<file path="src/sv/timestamped_audio_ring_buffer_core_assert.svh">
// assertion macros shared by the ring buffer core
`ifndef TIMESTAMPED_AUDIO_RING_BUFFER_CORE_ASSERT_SVH
`define TIMESTAMPED_AUDIO_RING_BUFFER_CORE_ASSERT_SVH

// same-cycle implication, checked on every clk edge outside reset
`define TARB_ASSERT_NOW(label, ante, cons, msg) \
    label: assert property (@(posedge clk) disable iff (!rst_n) (ante) |-> (cons)) \
        else $error(msg);

// next-cycle implication
`define TARB_ASSERT_NEXT(label, ante, cons, msg) \
    label: assert property (@(posedge clk) disable iff (!rst_n) (ante) |=> (cons)) \
        else $error(msg);

`endif

</file>
<file path="src/sv/tarb_pkg.sv">
`timescale 1ns / 1ps

package tarb_pkg;

    // frame store depth, a power of two so the slot is the low position bits
    localparam int CAPACITY_FRAMES = 65536;
    localparam int SLOT_BITS       = $clog2(CAPACITY_FRAMES);
    localparam int POSITION_BITS   = 48;
    localparam int POS_IN_BITS     = 48;
    localparam int SAMPLE_BITS     = 16;
    localparam int FRAME_BITS      = 2 * SAMPLE_BITS;
    localparam int LOOKAHEAD_BITS  = 17;
    localparam int CHAN_BITS       = 2;
    localparam int CFG_IDX_BITS    = 2;
    localparam int CFG_DATA_BITS   = LOOKAHEAD_BITS;

    localparam logic [POSITION_BITS-1:0]  CAP_POS         = POSITION_BITS'(CAPACITY_FRAMES);
    localparam logic [CHAN_BITS-1:0]      CHAN_RESET      = CHAN_BITS'(2);
    localparam logic [LOOKAHEAD_BITS-1:0] LOOKAHEAD_RESET = LOOKAHEAD_BITS'(48000);

    typedef enum logic [1:0] {
        REQ_WRITE    = 2'd0,
        REQ_SNAPSHOT = 2'd1,
        REQ_CONSUME  = 2'd2,
        REQ_SEEK     = 2'd3
    } req_t;

    typedef enum logic [CFG_IDX_BITS-1:0] {
        CFG_CHANNELS  = 2'd0,
        CFG_LOOKAHEAD = 2'd1
    } cfg_idx_t;

    typedef struct packed {
        logic clear;
        logic capture;
        logic exec;
        logic update;
        logic lead;
        logic finish;
    } ctrl_cmd_t;

    typedef struct packed {
        logic clear_last;
    } ctrl_stat_t;

endpackage

</file>
<file path="src/sv/tarb_ctrl.sv">
`timescale 1ns / 1ps

module tarb_ctrl
(
    input  logic                 clk,
    input  logic                 rst_n,
    input  logic                 start,
    input  tarb_pkg::ctrl_stat_t stat,
    output tarb_pkg::ctrl_cmd_t  cmd,
    output logic                 busy
);

    typedef enum logic [5:0] {
        ST_CLEAR  = 6'b000001,
        ST_IDLE   = 6'b000010,
        ST_EXEC   = 6'b000100,
        ST_UPDATE = 6'b001000,
        ST_LEAD   = 6'b010000,
        ST_DONE   = 6'b100000
    } state_t;

    state_t state_reg;
    state_t state_next;

    always_comb
    begin
        state_next = state_reg;
        case (state_reg)
            ST_CLEAR:
            begin
                if (stat.clear_last)
                begin
                    state_next = ST_IDLE;
                end
            end
            ST_IDLE:
            begin
                if (start)
                begin
                    state_next = ST_EXEC;
                end
            end
            ST_EXEC:   state_next = ST_UPDATE;
            ST_UPDATE: state_next = ST_LEAD;
            ST_LEAD:   state_next = ST_DONE;
            ST_DONE:   state_next = ST_IDLE;
            default:   state_next = ST_CLEAR;
        endcase
    end

    always_ff @(posedge clk or negedge rst_n)
    begin
        if (!rst_n)
        begin
            state_reg <= ST_CLEAR;
        end
        else
        begin
            state_reg <= state_next;
        end
    end

    assign cmd.clear   = (state_reg == ST_CLEAR);
    assign cmd.capture = (state_reg == ST_IDLE) && start;
    assign cmd.exec    = (state_reg == ST_EXEC);
    assign cmd.update  = (state_reg == ST_UPDATE);
    assign cmd.lead    = (state_reg == ST_LEAD);
    assign cmd.finish  = (state_reg == ST_DONE);
    assign busy        = (state_reg != ST_IDLE);

endmodule

</file>
<file path="config.mk">
export PLATFORM = sky130hd
export DESIGN_NAME = tarb_ctrl
export DESIGN_NICKNAME = d
export VERILOG_FILES = /design/src/sv/timestamped_audio_ring_buffer_core_assert.svh /design/src/sv/tarb_pkg.sv /design/src/sv/tarb_ctrl.sv
export SDC_FILE = /design/constraint.sdc
export NUM_CORES = 1
export LEC_CHECK = 0
export BUFFER_PORTS_ARGS = -buffer_cell sky130_fd_sc_hd__buf_2
export CAP_MARGIN = 20
export CORE_AREA = 4 4 41 43
export CTS_BUF_LIST = sky130_fd_sc_hd__clkbuf_4
export DETAILED_ROUTE_END_ITERATION = 6
export DIE_AREA = 0 0 45 47
export HOLD_SLACK_MARGIN = 0.12
export PLACE_DENSITY = 0.48
export SLEW_MARGIN = 10
export SYNTH_ARGS = -nofsm -noshare
export SYNTH_HDL_FRONTEND = slang
export SYNTH_SLANG_ARGS = --single-unit
</file>
<file path="constraint.sdc">
create_clock -name clk -period 2.2 [get_ports clk]
set_clock_uncertainty 0.15 [all_clocks]
set_input_delay 0.44 -clock clk [delete_from_list [all_inputs] [get_ports clk]]
set_output_delay 0.44 -clock clk [all_outputs]
set_load 0.02 [all_outputs]
</file>
==> impl_results.md, run 1 <==
- Reg2reg setup slack: 0.60 ns
- Total CTS buffers: 3
- Startpoint Class: flip-flop
- Nets: 51
- Hold Path Class: in2reg
- Wire per inst: 12.8 um
- First-pass GRT wire length: 1.42 mm
- Core box area: 1300 um^2
- DP HPWL: 601 um
- Syn_nets: 34
- I/O pin count: 11
- Largest net degree at the start of global routing: 8
- Vias per Instance: 4.82
- Max Slew Vio Count: 0
- Final RePlAce weighted congestion: 0.657
- GRT overflow: 0
- Sequential area share after synthesis: 0.420
- Combinational family with the most area after synthesis: simple AND/OR/NAND/NOR gates
- Die area: 2120 um^2
- Post-synthesis compound-gate area fraction: 0.0868
- Worst r2r src: state_reg[0]$_DFFE_PN1P_
- Die width: about 45 um
- Port bufs: 10
- Hold depth: 2
- Power density over the cells: 993 nW/um^2
- HP Start: start
- Worst Reg-to-Reg Cells: 3
- Peak supply drop: 0.349 mV
- Hold EP: state_reg[2]$_DFFE_PN0P_
- Initial antenna violation count: 0
- Min Tclk post-route: approximately 2.2 ns
- Num rows: 13
- Pre-CTS setup slack: roughly 0.18 ns
- Final TNS setup: 0 ns
- Fillers: 134
- Drt drc: 0
- Ratio of cells with drive above 1 in the final layout: 0.522
- Area Overhead vs Synth: 39.9%
- Post-Syn Area: 360 um^2
- Starting density of the core: 0.277
- CP endpoint kind: primary output
- Post-synthesis mux area share: 0
- CTS max path bufs: 2
- # H-tree levels: 1
- Hold Fails Final Rpt: 0
- Relative slew slack: 0.709
- ANT nets after route: 0
- WS Path Type: reg2out
- Root Buffer: clkbuf_4
- Routed wire length: 783 um
- Count leader, synth: dfrtp_1
- Cell count after synthesis: 30
- Total Power: about 0.0005 W
- Final critical-path share of the clock period: 0.979
- Synth top area share: 0.347
- Static Leak: between 0.2 and 0.25 nW
- Tightest Pin Transition: 0.436 ns
- Ys flop type: dfrtp_1
- Vias: 294
- Crit path max fanout: 6
- Reg2reg end: state_reg[0]$_DFFE_PN1P_
- Global Route Usage Sum: 0.0929
- Post-synth top cells: dfrtp_1, nor4b_1, and3_1, nor3b_1, nor4b_2
- Worst EP required: 1.61 ns
- Status: finished, final reports clean
- Synth Area in Simple Gates: 0.438
- Clk pin slew, worst setup/hold paths: about 0.050 ns
- Synth Area in Adders: 0
- Worst hold slack: 0.309 ns
- Synth Warn #: 0
- Syn Area/Cell: 12.0 um^2
- Synth cell types: 21
- Seq cells post-synth: 6
- Post-Synth XOR/XNOR Area: 0.0243
- Clock Latency Late Sink: 0.24 ns
- Top cells by area, synth: dfrtp_1, nor4b_2, dfstp_2
- PnR worst setup slack: between 0.04 and 0.05 ns
- RSZ-0062 raised after global routing: yes
- Worst Path Arrival: 1.56 ns
- Maxcap violations: 0
- Final core utilization: 0.388
- Largest register FFs: 6
- Max Fclk: 0.464 GHz
- Detailed Routing Iterations Pass 1: 2
- Largest area contributor in the netlist: dfrtp_1
- CTS tree: built
- Post-synth EDFFs: 0
- Total clock sinks: 6
- DRT iter0 DRCs: 3
- # diodes: 0
- Die H: between 40 and 50 um
- Vias in the first global route: between 300 and 400
- Final Setup Violations: 0
- Ys async rst share: 1.00
## metrics by stage
stage,area (um^2),std cells
floorplan,360,30
global placement,425,55
detailed placement,425,55
CTS,470,60
global route,504,61
finish,504,61
## metal layers
layer  GRT usage  routed length [um]
met1       0.127                 391
met2       0.133                 357
met3      0.0115                  34
met4      0.0702                   0
met5           0                   0
## where the power goes
| group | internal (W) | total (W) | leakage (nW) | switching, W |
|---|---|---|---|---|
| sequential | 0.000140 | 0.000179 | 0.0777 | 0.0000389 |
| clock | 0.0000809 | 0.000119 | 0.0184 | 0.0000380 |
| combinational | 0.0000985 | 0.000203 | 0.107 | 0.000105 |
| total | 0.000319 | 0.000501 | 0.203 | 0.000182 |
## cell type report
cell class | count | area (um^2) | area share
repair buffers | 13 | 82.6 | 0.164
flip-flops and latches | 6 | 153 | 0.303
clock buffers | 4 | 30.0 | 0.0596
multi-input cells | 23 | 220 | 0.437
well taps | 15 | 18.8 | 0.0372
## worst max-delay path, stage by stage (launching register included)
cell	delay (ns)
dfrtp_2	0.43
or3_4	0.45
nor4b_4	0.25
buf_4	0.19
## worst max path at each step
stage                                  start  endpoint  slack [ns]  cells past startpoint
floorplan           state_reg[1]$_DFFE_PN0P_    cmd[1]        0.21                      3
global placement    state_reg[1]$_DFFE_PN0P_    cmd[2]        0.22                      3
detailed placement  state_reg[1]$_DFFE_PN0P_    cmd[3]        0.18                      3
CTS                 state_reg[1]$_DFFE_PN0P_    cmd[3]      -0.004                      3
global route        state_reg[1]$_DFFE_PN0P_    cmd[1]       -0.05                      3
finish              state_reg[1]$_DFFE_PN0P_    cmd[1]        0.05                      3
## cells by family (layout without fill, tap and decap cells)
family / count (synthesis) / after routing
compound gates: 4 / 4
xor+xnor: 1 / 1
buf+inv: 1 / 17
flops: 6 / 6
simple gates: 18 / 18
## placed cells by master, fill, tap and decap left out
master,synthesis,final
and3_2,1,1
o2bb2ai_1,1,1
or3_4,0,1
a21oi_1,1,1
or4b_1,1,1
dlygate4sd3_1,0,1
a2111oi_1,1,1
and2_2,1,1
buf_4,0,5
a21boi_0,1,1
dfrtp_1,5,4
clkbuf_4,0,4
dfstp_2,1,1
xnor2_1,1,1
and3_1,2,2
nor4b_1,3,3
nor2_1,1,1
nand2_1,1,1
nor4b_4,1,3
buf_2,0,7
and2_1,1,1
dfrtp_2,0,1
nor3b_1,2,2
nor3_1,1,1
## timing repair
action | 4_1_cts | 5_1_grt
pin swaps | 0 | 2
endpoints found under the setup margin | 3 | 3
setup buffers | 0 | 1
hold buffers | 1 | 0
resized for setup | 1 | 6
hold endpoints to repair | 6 | 0
(Power assumes the default switching activity.)
==> run 2, diff against run 1 <==
Settings changed: RECOVER_POWER set to 50.
==> impl_results.md, run 2 (synthesized netlist as in run 1, its figures left out) <==
- # diodes: 0
- Drt drc: 0
- Hold Path Class: in2reg
- Area Overhead vs Synth: 39.6%
- Nets: 51
- Die H: 47 um
- Final core utilization: 0.387
- Vias in the first global route: approximately 320
- # H-tree levels: 1
- Max Fclk: 0.464 GHz
- DRT iter0 DRCs: 3
- Worst Path Arrival: 1.56 ns
- GRT overflow: 0
- Largest net degree at the start of global routing: 8
- Vias per Instance: slightly below 5
- Final TNS setup: 0 ns
- Worst EP required: 1.61 ns
- Static Leak: 0.200 nW
- Clk pin slew, worst setup/hold paths: about 0.050 ns
- ANT nets after route: 0
- Total CTS buffers: 3
- Final Setup Violations: 0
- WS Path Type: reg2out
- Total clock sinks: 6
- Die area: between 2000 and 2500 um^2
- Clock Latency Late Sink: roughly 0.24 ns
- Most common cell after layout, fill and taps aside: buf_2
- Final critical-path share of the clock period: 0.979
- Routed wire length: 785 um
- CTS max path bufs: 2
- Critical-path top delay cell: or3_4
- Startpoint Class: flip-flop
- Tightest Pin Transition: 0.436 ns
- CP endpoint kind: primary output
- Ratio of cells with drive above 1 in the final layout: 0.500
- Power density over the cells: 995 nW/um^2
- Min Tclk post-route: 2.15 ns
- Maxcap violations: 0
- Initial antenna violation count: 0
- Largest register FFs: 6
- Starting density of the core: 0.277
- Vias: 294
- Hold Fails Final Rpt: 0
- Worst hold slack: between 0.3 and 0.4 ns
- DP HPWL: 601 um
- Commonest cells after routing, fill and taps aside: buf_2, buf_4, clkbuf_4, dfrtp_1
- Status: finished, final reports clean
- Global Route Usage Sum: 0.0929
- Peak supply drop: between 0.3 and 0.4 mV
- Die width: approximately 45 um
- Wire per inst: between 10 and 15 um
- Detailed Routing Iterations Pass 1: 2
- RSZ-0062 raised after global routing: yes
- I/O pin count: 11
- Crit path max fanout: 6
- Core box area: 1300 um^2
- CP cell instances: or3_4 -> nor4b_4 -> buf_4
- Max Slew Vio Count: 0
- Root Buffer: clkbuf_4
- Num rows: 13
- Port bufs: 10
- Relative slew slack: 0.709
- CTS tree: built
- First-pass GRT wire length: around 1.4 mm
- Final RePlAce weighted congestion: roughly 0.66
- Crit-path max cell delay: 0.45 ns
-- run 2: changes by cell type in the layout (fill, tap and decap cells not counted), sizes merged --
cell	previous run	this run
buf	12	11
clkbuf	4	5
-- run 2: worst max-delay path, delay by kind of cell, from the launching register on --
| family | cells | cell delay [ns] |
|---|---|---|
| buf+inv | 1 | 0.19 |
| simple gates | 2 | 0.70 |
| flops | 1 | 0.43 |
-- run 2: what timing repair did --
action                                 4_1_cts  5_1_grt
gates cloned                                 0        0
buffers inserted                             0        1
endpoints found under the hold margin        6        0
gates resized for setup                      1        6
pin swaps                                    0        2
setup endpoints to repair                    3        3
hold buffers                                 1        0
-- run 2: per-stage QoR --
| step | cell area (um^2) | setup WS [ns] | std cells | power, W |
|---|---|---|---|---|
| after floorplan | 360 | 0.207 | 30 | 0.000313 |
| after global placement | 425 | 0.225 | 55 | 0.000344 |
| after detailed placement | 425 | 0.180 | 55 | 0.000352 |
| after CTS | 470 | -0.00431 | 60 | 0.000487 |
| after global routing | 503 | -0.0477 | 61 | 0.000537 |
| final | 503 | 0.0469 | 61 | 0.000500 |
-- run 2: path summary, 6_finish.rpt --
kind,from,slack [ns],endpoint,depth (start not counted)
min reg2reg,state_reg[0]$_DFFE_PN1P_,0.50,state_reg[0]$_DFFE_PN1P_,2
max,state_reg[1]$_DFFE_PN0P_,0.05,cmd[1],3
max in group asynchronous,rst_n,1.14,state_reg[0]$_DFFE_PN1P_,2
max reg2reg,state_reg[0]$_DFFE_PN1P_,0.60,state_reg[0]$_DFFE_PN1P_,3
min,start,0.31,state_reg[2]$_DFFE_PN0P_,2
min in group asynchronous,rst_n,0.46,state_reg[2]$_DFFE_PN0P_,2
-- run 2: power by group --
| part | internal [W] | switching (W) | leakage, nW |
|---|---|---|---|
| logic | 0.0000982 | 0.000105 | 0.104 |
| registers | 0.000140 | 0.0000389 | 0.0777 |
| clock network | 0.0000809 | 0.0000380 | 0.0184 |
-- run 2: routing by layer --
metal | track usage | routed length, um | share of wire | vias up
met2 | 0.133 | 357 | 0.45 | 6
met1 | 0.127 | 393 | 0.50 | 134
met3 | 0.0115 | 34 | 0.043 | 0
met5 | 0 | 0 | 0 | -
li1 | - | - | - | 154
met4 | 0.0702 | 0 | 0 | 0
-- run 2: cell type report --
cell class / instances / area [um^2]
Timing Repair Buffer: 13 / 81.3
Sequential cell: 6 / 153
Fill cell: 135 / 798
Multi-Input combinational cell: 23 / 220
Tap cell: 15 / 18.8
Clock buffer: 4 / 30.0
==> run 3, diff against run 2 <==
Settings changed: REMOVE_ABC_BUFFERS set to 1.
==> impl_results.md, run 3 (synthesized netlist as in run 1, its figures left out) <==
- Max Slew Vio Count: 0
- Combinational power share: 0.430
- Hold depth: 2
- CTS tree: built
- Maxcap violations: 0
- Starting density of the core: 0.277
- DRT iter0 DRCs: 3
- CTS max path bufs: 2
- Sequential cell area: ~150 um^2
- Port bufs: 10
- Crit-path max cell delay: ~0.43 ns
- Drt drc: 0
- Post-route cell area: roughly 500 um^2
- Psw: 0.000190 W
- # diodes: 0
- Die area: 2120 um^2
- Startpoint Class: flip-flop
- First-pass GRT wire length: 1.35 mm
- Tightest Pin Transition: 0.369 ns
- Total CTS buffers: 3
- # H-tree levels: 1
- Clk pin slew, worst setup/hold paths: about 0.05 ns
- Worst Path Arrival: around 1.6 ns
- Area Overhead vs Synth: 39.9%
- Final RePlAce weighted congestion: around 0.71
- Hold EP: state_reg[2]$_DFFE_PN0P_
- GRT overflow: 0
- CP endpoint kind: primary output
- Largest register FFs: 6
- Status: finished, final reports clean
- Final TNS setup: 0 ns
- CP cell instances: or3_4 -> nor4b_4 -> buf_4
- Reg2reg setup slack: 0.66 ns
- Worst Reg-to-Reg Cells: 3
- Area after DPL: ~430 um^2
- Min Tclk post-route: 2.17 ns
- Clock Latency Late Sink: roughly 0.25 ns
- Multi-input logic area: 220 um^2
- Peak supply drop: around 0.33 mV
- Nets: 52
- Power density over the cells: approximately 1000 nW/um^2
- Die H: between 40 and 50 um
- Routed wire length: ~830 um
- Most common cell after layout, fill and taps aside: buf_2
- Vias per Instance: 5.03
- Clk network pwr share: 0.246
- Vias in the first global route: 312
- Relative slew slack: 0.754
- Wire per inst: roughly 13 um
- Vias: ~310
- Ratio of cells with drive above 1 in the final layout: 0.489
- ANT nets after route: 0
- Sequential share of power: 0.324
- Critical-path top delay cell: dfrtp_1
- HP Start: start
- Static Leak: ~0.21 nW
- Crit path max fanout: 6
- Fillers: 130
- Power Internal: 0.000328 W
- WS Path Type: reg2out
- I/O pin count: 11
- DP HPWL: 591 um
- Final Setup Violations: 0
- Worst EP required: 1.61 ns
- Global Route Usage Sum: 0.0960
- Worst r2r src: state_reg[5]$_DFFE_PN0P_
- Hold Fails Final Rpt: 0
- Die width: 45 um
- Initial antenna violation count: 0
- RSZ-0062 raised after global routing: no
- Core box area: 1300 um^2
- Hold Path Class: in2reg
- Detailed Routing Iterations Pass 1: 4
- Commonest cells after routing, fill and taps aside: buf_2, dfrtp_1, clkbuf_4, buf_4
- Largest net degree at the start of global routing: 8
- Root Buffer: clkbuf_4
- Reg2reg end: state_reg[4]$_DFFE_PN0P_
- Final critical-path share of the clock period: 0.986
- Num rows: 13
- Sw Share: 0.366
- Worst hold slack: 0.302 ns
- Max Fclk: 0.461 GHz
- Total clock sinks: 6
-- run 3: power groups by stage --
stage | Combinational, W | Sequential, W | Clock (W)
2_1_floorplan | 0.000130 | 0.000164 | 0
3_5_place_dp | 0.000174 | 0.000173 | 0
3_3_place_gp | 0.000173 | 0.000170 | 0
5_1_grt | 0.000243 | 0.000170 | 0.000137
6_report | 0.000223 | 0.000168 | 0.000127
4_1_cts | 0.000221 | 0.000165 | 0.000133
-- run 3: routing by layer --
metal	global-route usage	routed length, um	up-vias
li1	-	-	156
met1	0.113	413	148
met5	0	0	-
met2	0.127	365	8
met3	0.0460	54	0
met4	0.0877	0	0
-- run 3: what timing repair did --
item                       4_1_cts  5_1_grt
resized for setup                3        1
hold buffers                     1        0
pin swaps                        1        0
setup endpoints to repair        3        1
setup buffers                    2        0
hold endpoints to repair         6        0
-- run 3: worst max path at each step --
stage	startpoint	to	slack, ns	depth (start not counted)
final	state_reg[5]$_DFFE_PN0P_	cmd[2]	0.03	3
after CTS	state_reg[5]$_DFFE_PN0P_	cmd[3]	0.006	3
after detailed placement	state_reg[1]$_DFFE_PN0P_	cmd[1]	0.14	3
after floorplan	state_reg[1]$_DFFE_PN0P_	cmd[1]	0.20	2
after global routing	state_reg[5]$_DFFE_PN0P_	cmd[1]	0.005	3
after global placement	state_reg[1]$_DFFE_PN0P_	cmd[3]	0.21	3
-- run 3: critical path, delay by kind of cell (launching register included) --
kind	cells	cell delay, ns
simple gates	2	0.71
flops	1	0.43
buf+inv	1	0.19
-- run 3: through the flow --
step                      setup WS [ns]  cells  total power [W]  utilization
after floorplan                   0.202     29         0.000294            -
after global placement            0.214     55         0.000343        0.327
after detailed placement          0.142     55         0.000347        0.327
after CTS                       0.00582     62         0.000519        0.382
after global routing            0.00458     62         0.000550        0.388
final                            0.0308     62         0.000518        0.388
-- run 3: final cells by class --
cell class / count / area share
clock buffer: 4 / 0.0596
multi-input combinational: 23 / 0.437
sequential: 6 / 0.300
tap: 15 / 0.0372
timing repair buffer: 14 / 0.166
